[src/hdl/assert_macros.svh]
// assertion macros shared by the velocity pid rtl
`ifndef ASSERT_MACROS_SVH
`define ASSERT_MACROS_SVH

// same-cycle implication, checked on the rising clock edge outside reset
`define VPID_ASSERT_NOW(lbl, ante, cons, msg) \
   lbl: assert property (@(posedge clock) disable iff (reset) (ante) |-> (cons)) \
      else $error(msg);

// next-cycle implication, checked on the rising clock edge outside reset
`define VPID_ASSERT_NEXT(lbl, ante, cons, msg) \
   lbl: assert property (@(posedge clock) disable iff (reset) (ante) |=> (cons)) \
      else $error(msg);

`endif

[src/hdl/vpid_pkg.sv]
// shared types, codes and saturation helper for the velocity pid
`timescale 1ns / 1ps

package vpid_pkg;

   // data and gain widths
   localparam int DATA_W  = 16;
   localparam int GAIN_W  = 16;
   localparam int FUNC_W  = 2;
   localparam int CSR_IDX_W = 2;
   localparam int ACC_W   = 32;
   localparam int SHIFT_W = 8;
   localparam int INC_W   = ACC_W - SHIFT_W;
   localparam int SUM_W   = INC_W + 1;

   // step codes (the unused code behaves as a sample step)
   localparam logic [FUNC_W-1:0] FUNC_SAMPLE  = 2'd0;
   localparam logic [FUNC_W-1:0] FUNC_INVALID = 2'd1;
   localparam logic [FUNC_W-1:0] FUNC_RESTART = 2'd2;

   // register indexes
   localparam logic [CSR_IDX_W-1:0] CSR_GAIN_PROP  = 2'd0;
   localparam logic [CSR_IDX_W-1:0] CSR_GAIN_INTEG = 2'd1;
   localparam logic [CSR_IDX_W-1:0] CSR_GAIN_DERIV = 2'd2;

   // saturation limits
   localparam logic signed [DATA_W-1:0] DATA_MAX = {1'b0, {(DATA_W-1){1'b1}}};
   localparam logic signed [DATA_W-1:0] DATA_MIN = {1'b1, {(DATA_W-1){1'b0}}};

   // difference terms handed from the difference stage to the mac stage
   typedef struct packed {
      logic signed [DATA_W-1:0] error;
      logic signed [DATA_W-1:0] slope;
      logic signed [DATA_W-1:0] curve;
      logic signed [DATA_W-1:0] restart_error;
   } terms_type;

   // saturating subtraction a - b
   function automatic logic signed [DATA_W-1:0] sat_sub(
      input logic signed [DATA_W-1:0] a,
      input logic signed [DATA_W-1:0] b
   );
      logic [DATA_W:0] diff;
      logic signed [DATA_W-1:0] res;
      diff = {a[DATA_W-1], a} - {b[DATA_W-1], b};
      if (diff[DATA_W] != diff[DATA_W-1]) begin
         res = diff[DATA_W] ? DATA_MIN : DATA_MAX;
      end else begin
         res = diff[DATA_W-1:0];
      end
      return res;
   endfunction

endpackage

[src/hdl/vpid_diff.sv]
// error, first and second difference terms of one step
`timescale 1ns / 1ps

module vpid_diff (
   input  logic [vpid_pkg::FUNC_W-1:0]        func,
   input  logic signed [vpid_pkg::DATA_W-1:0] measure,
   input  logic signed [vpid_pkg::DATA_W-1:0] last_error,
   input  logic signed [vpid_pkg::DATA_W-1:0] last_slope,
   output vpid_pkg::terms_type                terms
);

   logic signed [vpid_pkg::DATA_W-1:0] meas_eff;

   // an invalid sample reuses the negated previous error, wrapped
   always_comb begin
      if (func == vpid_pkg::FUNC_INVALID) begin
         meas_eff = '0 - last_error;
      end else begin
         meas_eff = measure;
      end
   end

   // saturating difference chain, and the wrapped restart error
   always_comb begin
      terms.error         = vpid_pkg::sat_sub('0, meas_eff);
      terms.slope         = vpid_pkg::sat_sub(terms.error, last_error);
      terms.curve         = vpid_pkg::sat_sub(terms.slope, last_slope);
      terms.restart_error = '0 - measure;
   end

endmodule

[src/hdl/vpid_mac.sv]
// gain products, wrapped sum, scaling and clamped accumulation
`timescale 1ns / 1ps

module vpid_mac (
   input  logic signed [vpid_pkg::GAIN_W-1:0] gain_prop,
   input  logic signed [vpid_pkg::GAIN_W-1:0] gain_integ,
   input  logic signed [vpid_pkg::GAIN_W-1:0] gain_deriv,
   input  vpid_pkg::terms_type                terms,
   input  logic signed [vpid_pkg::DATA_W-1:0] last_drive,
   output logic signed [vpid_pkg::DATA_W-1:0] drive
);

   logic signed [vpid_pkg::ACC_W-1:0] prod_p;
   logic signed [vpid_pkg::ACC_W-1:0] prod_i;
   logic signed [vpid_pkg::ACC_W-1:0] prod_d;
   logic signed [vpid_pkg::ACC_W-1:0] acc;
   logic signed [vpid_pkg::INC_W-1:0] inc;
   logic [vpid_pkg::SUM_W-1:0]        sum;

   // three q10.22 products of q8.8 gains and q2.14 terms, summed modulo 2^32
   always_comb begin
      prod_p = gain_prop  * terms.slope;
      prod_i = gain_integ * terms.error;
      prod_d = gain_deriv * terms.curve;
      acc    = prod_p + prod_i + prod_d;
      inc    = acc[vpid_pkg::ACC_W-1:vpid_pkg::SHIFT_W];
   end

   // add to previous drive and clamp to 16 bits
   always_comb begin
      sum = {{(vpid_pkg::SUM_W-vpid_pkg::DATA_W){last_drive[vpid_pkg::DATA_W-1]}},
             last_drive}
          + {inc[vpid_pkg::INC_W-1], inc};
      if (sum[vpid_pkg::SUM_W-1:vpid_pkg::DATA_W-1] != '0 &&
          sum[vpid_pkg::SUM_W-1:vpid_pkg::DATA_W-1] != '1) begin
         drive = sum[vpid_pkg::SUM_W-1] ? vpid_pkg::DATA_MIN : vpid_pkg::DATA_MAX;
      end else begin
         drive = sum[vpid_pkg::DATA_W-1:0];
      end
   end

endmodule

[src/hdl/velocity_pid_q2_14.sv]
// velocity-form pid controller, top level with registers and flow control
// path: input register, then result register (rsp_); the compute stage lies between
// throughput: one item per cycle unless rsp_ stalls; the state loop (differences,
//   three products, sum and clamp) closes within the single compute stage
// stall: req_stall is high only while both registers hold items and rsp_ is stalled
// reset: synchronous; clears the gains, the step state and both valid flags
`timescale 1ns / 1ps
`include "assert_macros.svh"

module velocity_pid_q2_14 (
   input  logic                                  clock,
   input  logic                                  reset,
   input  logic                                  csr_wr_en,
   input  logic [vpid_pkg::CSR_IDX_W-1:0]        csr_index,
   input  logic [vpid_pkg::GAIN_W-1:0]           csr_wdata,
   input  logic                                  req_valid,
   output logic                                  req_stall,
   input  logic [vpid_pkg::FUNC_W-1:0]           req_func,
   input  logic signed [vpid_pkg::DATA_W-1:0]    req_measure,
   output logic                                  rsp_valid,
   input  logic                                  rsp_stall,
   output logic signed [vpid_pkg::DATA_W-1:0]    rsp_drive
);

   logic signed [vpid_pkg::GAIN_W-1:0] gain_prop_ff,  gain_prop_in;
   logic signed [vpid_pkg::GAIN_W-1:0] gain_integ_ff, gain_integ_in;
   logic signed [vpid_pkg::GAIN_W-1:0] gain_deriv_ff, gain_deriv_in;

   logic                               s1_valid_ff,   s1_valid_in;
   logic [vpid_pkg::FUNC_W-1:0]        s1_func_ff,    s1_func_in;
   logic signed [vpid_pkg::DATA_W-1:0] s1_measure_ff, s1_measure_in;

   logic signed [vpid_pkg::DATA_W-1:0] last_error_ff, last_error_in;
   logic signed [vpid_pkg::DATA_W-1:0] last_slope_ff, last_slope_in;
   logic signed [vpid_pkg::DATA_W-1:0] last_drive_ff, last_drive_in;

   logic                               rsp_valid_ff,  rsp_valid_in;
   logic signed [vpid_pkg::DATA_W-1:0] rsp_drive_ff,  rsp_drive_in;

   logic                               out_free;
   logic                               advance;
   logic                               load_s1;
   logic                               is_restart;
   vpid_pkg::terms_type                terms;
   logic signed [vpid_pkg::DATA_W-1:0] mac_drive;

   // gain register writes
   always_comb begin
      gain_prop_in  = gain_prop_ff;
      gain_integ_in = gain_integ_ff;
      gain_deriv_in = gain_deriv_ff;
      if (csr_wr_en) begin
         unique case (csr_index)
            vpid_pkg::CSR_GAIN_PROP:  gain_prop_in  = csr_wdata;
            vpid_pkg::CSR_GAIN_INTEG: gain_integ_in = csr_wdata;
            vpid_pkg::CSR_GAIN_DERIV: gain_deriv_in = csr_wdata;
            default: ;
         endcase
      end
   end

   // handshake between input register and result register
   assign out_free   = !rsp_valid_ff || !rsp_stall;
   assign advance    = s1_valid_ff && out_free;
   assign req_stall  = s1_valid_ff && !out_free;
   assign load_s1    = req_valid && !req_stall;
   assign is_restart = (s1_func_ff == vpid_pkg::FUNC_RESTART);

   // input register
   always_comb begin
      s1_valid_in   = load_s1 || (s1_valid_ff && !advance);
      s1_func_in    = load_s1 ? req_func    : s1_func_ff;
      s1_measure_in = load_s1 ? req_measure : s1_measure_ff;
   end

   vpid_diff u_diff (
      .func       (s1_func_ff),
      .measure    (s1_measure_ff),
      .last_error (last_error_ff),
      .last_slope (last_slope_ff),
      .terms      (terms)
   );

   vpid_mac u_mac (
      .gain_prop  (gain_prop_ff),
      .gain_integ (gain_integ_ff),
      .gain_deriv (gain_deriv_ff),
      .terms      (terms),
      .last_drive (last_drive_ff),
      .drive      (mac_drive)
   );

   // step state and result register update on each advancing transfer
   always_comb begin
      last_error_in = last_error_ff;
      last_slope_in = last_slope_ff;
      last_drive_in = last_drive_ff;
      rsp_drive_in  = rsp_drive_ff;
      if (advance) begin
         if (is_restart) begin
            last_error_in = terms.restart_error;
            last_slope_in = '0;
            last_drive_in = '0;
            rsp_drive_in  = '0;
         end else begin
            last_error_in = terms.error;
            last_slope_in = terms.slope;
            last_drive_in = mac_drive;
            rsp_drive_in  = mac_drive;
         end
      end
      rsp_valid_in = advance || (rsp_valid_ff && rsp_stall);
   end

   // control and state registers
   always_ff @(posedge clock) begin
      if (reset) begin
         gain_prop_ff  <= '0;
         gain_integ_ff <= '0;
         gain_deriv_ff <= '0;
         s1_valid_ff   <= 1'b0;
         last_error_ff <= '0;
         last_slope_ff <= '0;
         last_drive_ff <= '0;
         rsp_valid_ff  <= 1'b0;
      end else begin
         gain_prop_ff  <= gain_prop_in;
         gain_integ_ff <= gain_integ_in;
         gain_deriv_ff <= gain_deriv_in;
         s1_valid_ff   <= s1_valid_in;
         last_error_ff <= last_error_in;
         last_slope_ff <= last_slope_in;
         last_drive_ff <= last_drive_in;
         rsp_valid_ff  <= rsp_valid_in;
      end
   end

   // payload registers
   always_ff @(posedge clock) begin
      s1_func_ff    <= s1_func_in;
      s1_measure_ff <= s1_measure_in;
      rsp_drive_ff  <= rsp_drive_in;
   end

   assign rsp_valid = rsp_valid_ff;
   assign rsp_drive = rsp_drive_ff;

   // checks on state and flow control
   `VPID_ASSERT_NEXT(a_restart_zero, advance && is_restart, rsp_drive_ff == '0 && last_slope_ff == '0 && last_drive_ff == '0, "restart did not clear drive and slope")
   `VPID_ASSERT_NEXT(a_drive_tracks, advance, last_drive_ff == rsp_drive_ff, "stored drive differs from presented result")
   `VPID_ASSERT_NOW(a_stall_when_full, s1_valid_ff && rsp_valid_ff && rsp_stall, req_stall, "input taken while both registers are held")
   `VPID_ASSERT_NEXT(a_state_holds, !advance, $stable(last_error_ff) && $stable(last_slope_ff), "step state changed without a transfer")

endmodule
[config.mk]
export PLATFORM = sky130hd
export DESIGN_NAME = velocity_pid_q2_14
export DESIGN_NICKNAME = d
export VERILOG_FILES = /design/src/hdl/vpid_pkg.sv /design/src/hdl/vpid_diff.sv /design/src/hdl/vpid_mac.sv /design/src/hdl/velocity_pid_q2_14.sv
export VERILOG_INCLUDE_DIRS = /design/src /design/src/hdl
export SDC_FILE = /design/constraint.sdc
export NUM_CORES = 2
export LEC_CHECK = 0
export ABC_AREA = 1
export BUFFER_PORTS_ARGS = -buffer_cell sky130_fd_sc_hd__buf_2
export CAP_MARGIN = 25
export CORE_MARGIN = 10
export CORE_UTILIZATION = 40
export DETAILED_ROUTE_END_ITERATION = 8
export GPL_TIMING_DRIVEN = 1
export PLACE_DENSITY = 0.64
export SYNTH_ARGS = -nofsm -noshare
export SYNTH_HDL_FRONTEND = slang
export SYNTH_HIERARCHICAL = 1
export SYNTH_SLANG_ARGS = --single-unit
[constraint.sdc]
create_clock -name clock -period 21.8 [get_ports clock]
set_clock_uncertainty 0.15 [all_clocks]
set_input_delay 2.18 -clock clock [delete_from_list [all_inputs] [get_ports clock]]
set_output_delay 2.18 -clock clock [all_outputs]
set_load 0.02 [all_outputs]
Word level (Yosys, flattened, before mapping)
Index checks and enable logic that the tools add are counted.
{ "classes": {"addsub": 8, "reduce_logical": 19, "n_eq_ne": 8, "muxes": 12, "mul": 3} }
{ "ops": {"columns": ["cell", "n"], "rows": [
  ["2-to-1 mux 16 bit", 12],
  ["multiplier 16 x 16 -> 32 bit", 3],
  ["adder 32 bit", 2],
  ["subtractor 16 x 16 -> 17 bit", 2],
  ["subtractor 1 x 16 -> 16 bit (first input constant)", 2],
  ["adder 16 x 24 -> 25 bit", 1],
  ["subtractor 1 x 16 -> 17 bit (first input constant)", 1],
  ["inequality test 10 bit (second input constant)", 1],
  ["nonzero test 10 bit", 1],
  ["logical AND 1 bit", 6],
  ["AND reduction 2 bit", 3],
  ["logical NOT 1 bit", 5],
  ["equality test 2 x 1 -> 1 bit (second input constant)", 2],
  ["equality test 2 bit (second input constant)", 2],
  ["logical OR 1 bit", 3],
  ["inequality test 1 bit", 3],
  ["logical NOT 2 bit", 1]
]} }
{ "word_totals": {"ff_bits": 132, "output_inout_bits": 18, "elab_cells": 61} }

Depth between registers and ports, before layout
{ "logic_depth": {"ltp_word": 18, "mapped_depth": 98} }

Hierarchy
The synthesis kept the hierarchy.
{ "by_module_without_submodules": {"columns": ["module", "area_per_inst_um2", "cells_each", "n_inst", "seq_area_each_um2"], "rows": [
  ["vpid_mac", 33205.6, 4226, 1, 0.0],
  ["velocity_pid_q2_14", 5227.5, 631, 1, 2982.9],
  ["vpid_diff", 3355.7, 590, 1, 0.0]
]} }

Worst setup path after synthesis
No wires, ideal clock.
{ "synth_timing": {"path_kind": "flip-flop to flip-flop", "from": "reg last_error_ff[0] (netlist name)", "to": "reg rsp_drive_ff (netlist bit rsp_drive[10]) (data pin)", "setup_slack_ps": 7424, "synth_period_minus_slack_ps": 14376, "t_arrival_ps": 13969, "path_stages_with_launch": 82, "cell_sequence": "dfxtp_1 > inv_2 > ha_1 > buf_2 > inv_1 > nand2_1 > nand2_1 > o21ai_2 > nor2_4 > nand3_4 > nor3_4 > nand3_4 > nand2_4 > nand3_4 > nand2_1 > inv_1 > ha_1 > fa_1 > (+46 left out) > nand2_1 > xor2_1 > ha_1 > nand2_1 > inv_2 > nand2_1 > inv_2 > a21oi_1 > nand4_1 > nand2_1 > nand2_1 > nor2_1 > nand3_2 > nand3_2 > buf_6 > nand2_1 > inv_1 > nor2_4"} }
{ "synth_lines": {"columns": ["element", "line", "rtl"], "rows": [
  ["start, declared", "velocity_pid_q2_14.sv:33", "logic signed [vpid_pkg::DATA_W-1:0] last_error_ff, last_error_in;"],
  ["start signal, assigned", "velocity_pid_q2_14.sv:131", "last_error_ff <= last_error_in;"],
  ["end signal, assigned", "velocity_pid_q2_14.sv:142", "rsp_drive_ff <= rsp_drive_in;"],
  ["end, declared", "velocity_pid_q2_14.sv:38", "logic signed [vpid_pkg::DATA_W-1:0] rsp_drive_ff, rsp_drive_in;"]
]} }

==> PnR_summary.wiki <==
{| class="wikitable"
! Metric !! Value
|-
| Antenna Diode Count || 0
|-
| Layout-stage area growth over the synthesis result || 5.03%
|-
| CP Capture Point || last_drive_ff[13]$_SDFFE_PP0P_
|-
| Final cycle utilization of the critical path || 0.872
|-
| Slowest library cell on the worst path || nand2_1
|-
| # hold bufs at CTS || 0
|-
| Unrepaired setup endpoints after global routing || no
|-
| Cell types with the largest area share after synthesis || fa_1 (43%), inv_1 (16%), nand2_1 (12%)
|-
| Cell count along the critical path || 77
|-
| Number of synthesized flops with an enable pin || 34
|-
| Crit path DAT || 19.28 ns
|-
| Setup violators final || 0
|-
| Min setup slack post-route || 2.80 ns
|-
| Chip height || 343 um
|-
| Remaining antenna violation count || 0
|-
| Detail-routed net length per standard cell || 18.1 um
|-
| Synth warn || 6
|-
| Detailed Routing Iterations Pass 1 || 5
|-
| CP most frequent cell || nand2_1
|-
| Global-route total usage across every layer || 0.213
|-
| Clock Latency Late Sink || 0.49 ns
|-
| Detailed placement HPWL || 103 mm
|-
| Finished Cell Area || 0.0439 mm^2
|-
| Critical path start-end classification || reg2reg
|-
| Distinct cells, synth || ~50
|-
| Top cells by count, synth || inv_1 (1,733), nand2_1 (1,289), fa_1 (901), ha_1 (250), nor2_1 (240)
|-
| Total CTS buffers || 17
|-
| Pin slew with the least headroom to its limit || 1.14 ns
|-
| Clock transition at path regs || 0.06 ns
|-
| Launching element type of the critical path || register
|-
| Residual DRC count || 0
|-
| Post-synth top flop || dfxtp_1
|-
| Crit. End Element || register
|-
| Number of max-cap violations || 0
|-
| Maximum fanout encountered on the critical timing path || 19
|-
| Total buffers and inverters traversed by the critical path || 16
|-
| CTS max path bufs || 2
|-
| Fmax || 52.6 MHz
|-
| Layout cells sized above 1 || 0.0582
|-
| Cell class contributing the biggest share of worst-path delay || simple AND/OR/NAND/NOR gates
|-
| Number of nets in the finished design || 6,555
|-
| Placeable Area || 0.104 mm^2
|-
| Cell with the most instances after synthesis || inv_1
|-
| Fraction of the yosys area taken by sequential cells || 0.0714
|-
| Final core area utilization || 0.423
|-
| Pin count of the biggest net entering global routing || between 60 and 70
|-
| Required time worst endpoint || 22.08 ns
|-
| Die Width || 343 um
|-
| Synthesized instance count || 5,447
|-
| Worst hold-check path type || reg2reg
|-
| Wirelength, routed || 122 mm
|-
| Global placer's final weighted congestion || 0.958
|-
| Post_cts resized || 0
|-
| Die outline area || around 0.12 mm^2
|-
| Share of the synthesized area in the top cell type || 0.432
|-
| Endpoint of the worst register-to-register path || last_drive_ff[13]$_SDFFE_PP0P_
|-
| Launch point of the worst reg-to-reg path || s1_func_ff[1]$_DFFE_PP_
|-
| Headroom to the max-slew limit || 0.236
|-
| Site Rows || 118
|-
| Worst Setup Slack post-DPL || 2.77 ns
|-
| # IOs || slightly below 60
|-
| Time the final worst path needs with I/O delays and setup || approximately 19 ns
|-
| Async S/R FF share, synth || 0
|-
| Number of global-route vias before repair || about 34,000
|-
| Avg Cell Area, Syn || about 7.7 um^2
|-
| Total negative setup slack || 0 ns
|-
| Grt ovf || 0
|-
| Global-route wire length before repair || between 150 and 200 mm
|-
| Total number of clock tree sinks || 132
|-
| Largest area contributor in the netlist || fa_1
|-
| CTS tree || yes
|-
| Hold violation count in the final report || 0
|-
| Detailed-route via count || 32,534
|-
| Placed Instance Area || 0.0433 mm^2
|-
| Flops & latches, synth || 132
|-
| Number of levels in the clock H-tree || 4
|-
| Number of buffers inserted by port buffering || 58
|-
| Starting DRC count in detailed routing || 2,449
|-
| Flop2flop setup slack || 2.80 ns
|-
| Via-per-instance ratio || 4.82
|-
| Slew Limit Fails || 0
|-
| Net count after synthesis || 6,639
|-
| Worst setup path startpoint || s1_func_ff[1]$_DFFE_PP_
|-
| Clock Root Buffer || clkbuf_16
|-
| Initial antenna violation count || 3
|-
| Post-synthesis instance area || 0.0418 mm^2
|-
| Outcome || finished, final reports clean
|-
| Worst stage delay on the critical path || approximately 0.9 ns
|-
| Postcts setup bufs || 0
|-
| Starting utilization of the core area || 0.403
|-
| Logic depth of the worst register-to-register path || between 70 and 80
|}
==> flip-flops by register name, summed over array words and instances (netlist names) <==
register	flops
last_drive_ff	16
s1_valid_ff	1
gain_prop_ff	16
s1_func_ff	2
s1_measure_ff	16
gain_deriv_ff	16
last_error_ff	16
last_slope_ff	16
rsp_valid	1
gain_integ_ff	16
rsp_drive	16
==> routing by layer <==
metal	vias up	routed length, um	track usage
li1	15078	-	-
met1	16233	49300	0.269
met2	1008	59200	0.356
met3	209	8320	0.0396
met4	6	5410	0.0859
met5	-	32	0
==> placed cells by master, fill, tap and decap left out, types with 44 or more instances in the layout <==
cell     synthesis  layout
a21oi_1        119     108
buf_2           22      58
buf_4            9      44
dfxtp_1         98      98
fa_1           901     901
ha_1           250     250
inv_1         1733    1733
nand2_1       1289    1289
nand3_1        121     121
nor2_1         240     240
o21ai_0         74      71
xor2_1          66      66
==> area by class of cell <==
type	instances	area [um^2]
Clock buffer	22	484
Clock inverter	10	97.6
Fill cell	10560	59800
Inverter	1750	6580
Multi-Input combinational cell	3357	31400
Sequential cell	132	2980
Tap cell	1380	1730
Timing Repair Buffer	105	671
==> logic make-up after synthesis <==
group	after synthesis	synth area share
buffers and inverters	1958	0.179
AO/OA/AOI/OAI	260	0.0347
adder cells (fa/ha/maj)	1151	0.506
XOR/XNOR	107	0.0224
AND/OR/NAND/NOR	1839	0.186
flip-flops	132	0.0714
==> worst min-delay path by stage <==
stage	end	depth (start not counted)	slack [ns]	start
3_3_place_gp	rsp_valid$_SDFF_PP0_	2	0.31	s1_valid_ff$_SDFF_PP0_
4_1_cts	rsp_valid$_SDFF_PP0_	2	0.34	s1_valid_ff$_SDFF_PP0_
5_1_grt	last_slope_ff[3]$_SDFFE_PP0P_	2	0.35	last_slope_ff[3]$_SDFFE_PP0P_
2_1_floorplan	gain_prop_ff[7]$_SDFFE_PP0P_	2	0.30	gain_prop_ff[7]$_SDFFE_PP0P_
3_5_place_dp	last_slope_ff[3]$_SDFFE_PP0P_	2	0.33	last_slope_ff[3]$_SDFFE_PP0P_
6_report	rsp_valid$_SDFF_PP0_	2	0.33	s1_valid_ff$_SDFF_PP0_
==> per-stage QoR <==
stage	cells	hold WS (ns)
after global placement	6721	0.312
final	6756	0.334
after CTS	6755	0.336
after detailed placement	6723	0.328
after floorplan	5447	0.302
after global routing	6756	0.354
==> worst register-to-register path: cells and delay by family, from the launching register on <==
kind / cells / cell delay [ns]
AND/OR/NAND/NOR: 41 / 8.32
adder cells (fa/ha/maj): 15 / 6.49
buffers and inverters: 16 / 1.93
AO/OA/AOI/OAI: 4 / 1.03
flip-flops: 1 / 0.79
XOR/XNOR: 1 / 0.23
Power is not shown: default switching activity piles up to over one toggle a cycle in this logic, so the estimate is an artifact.
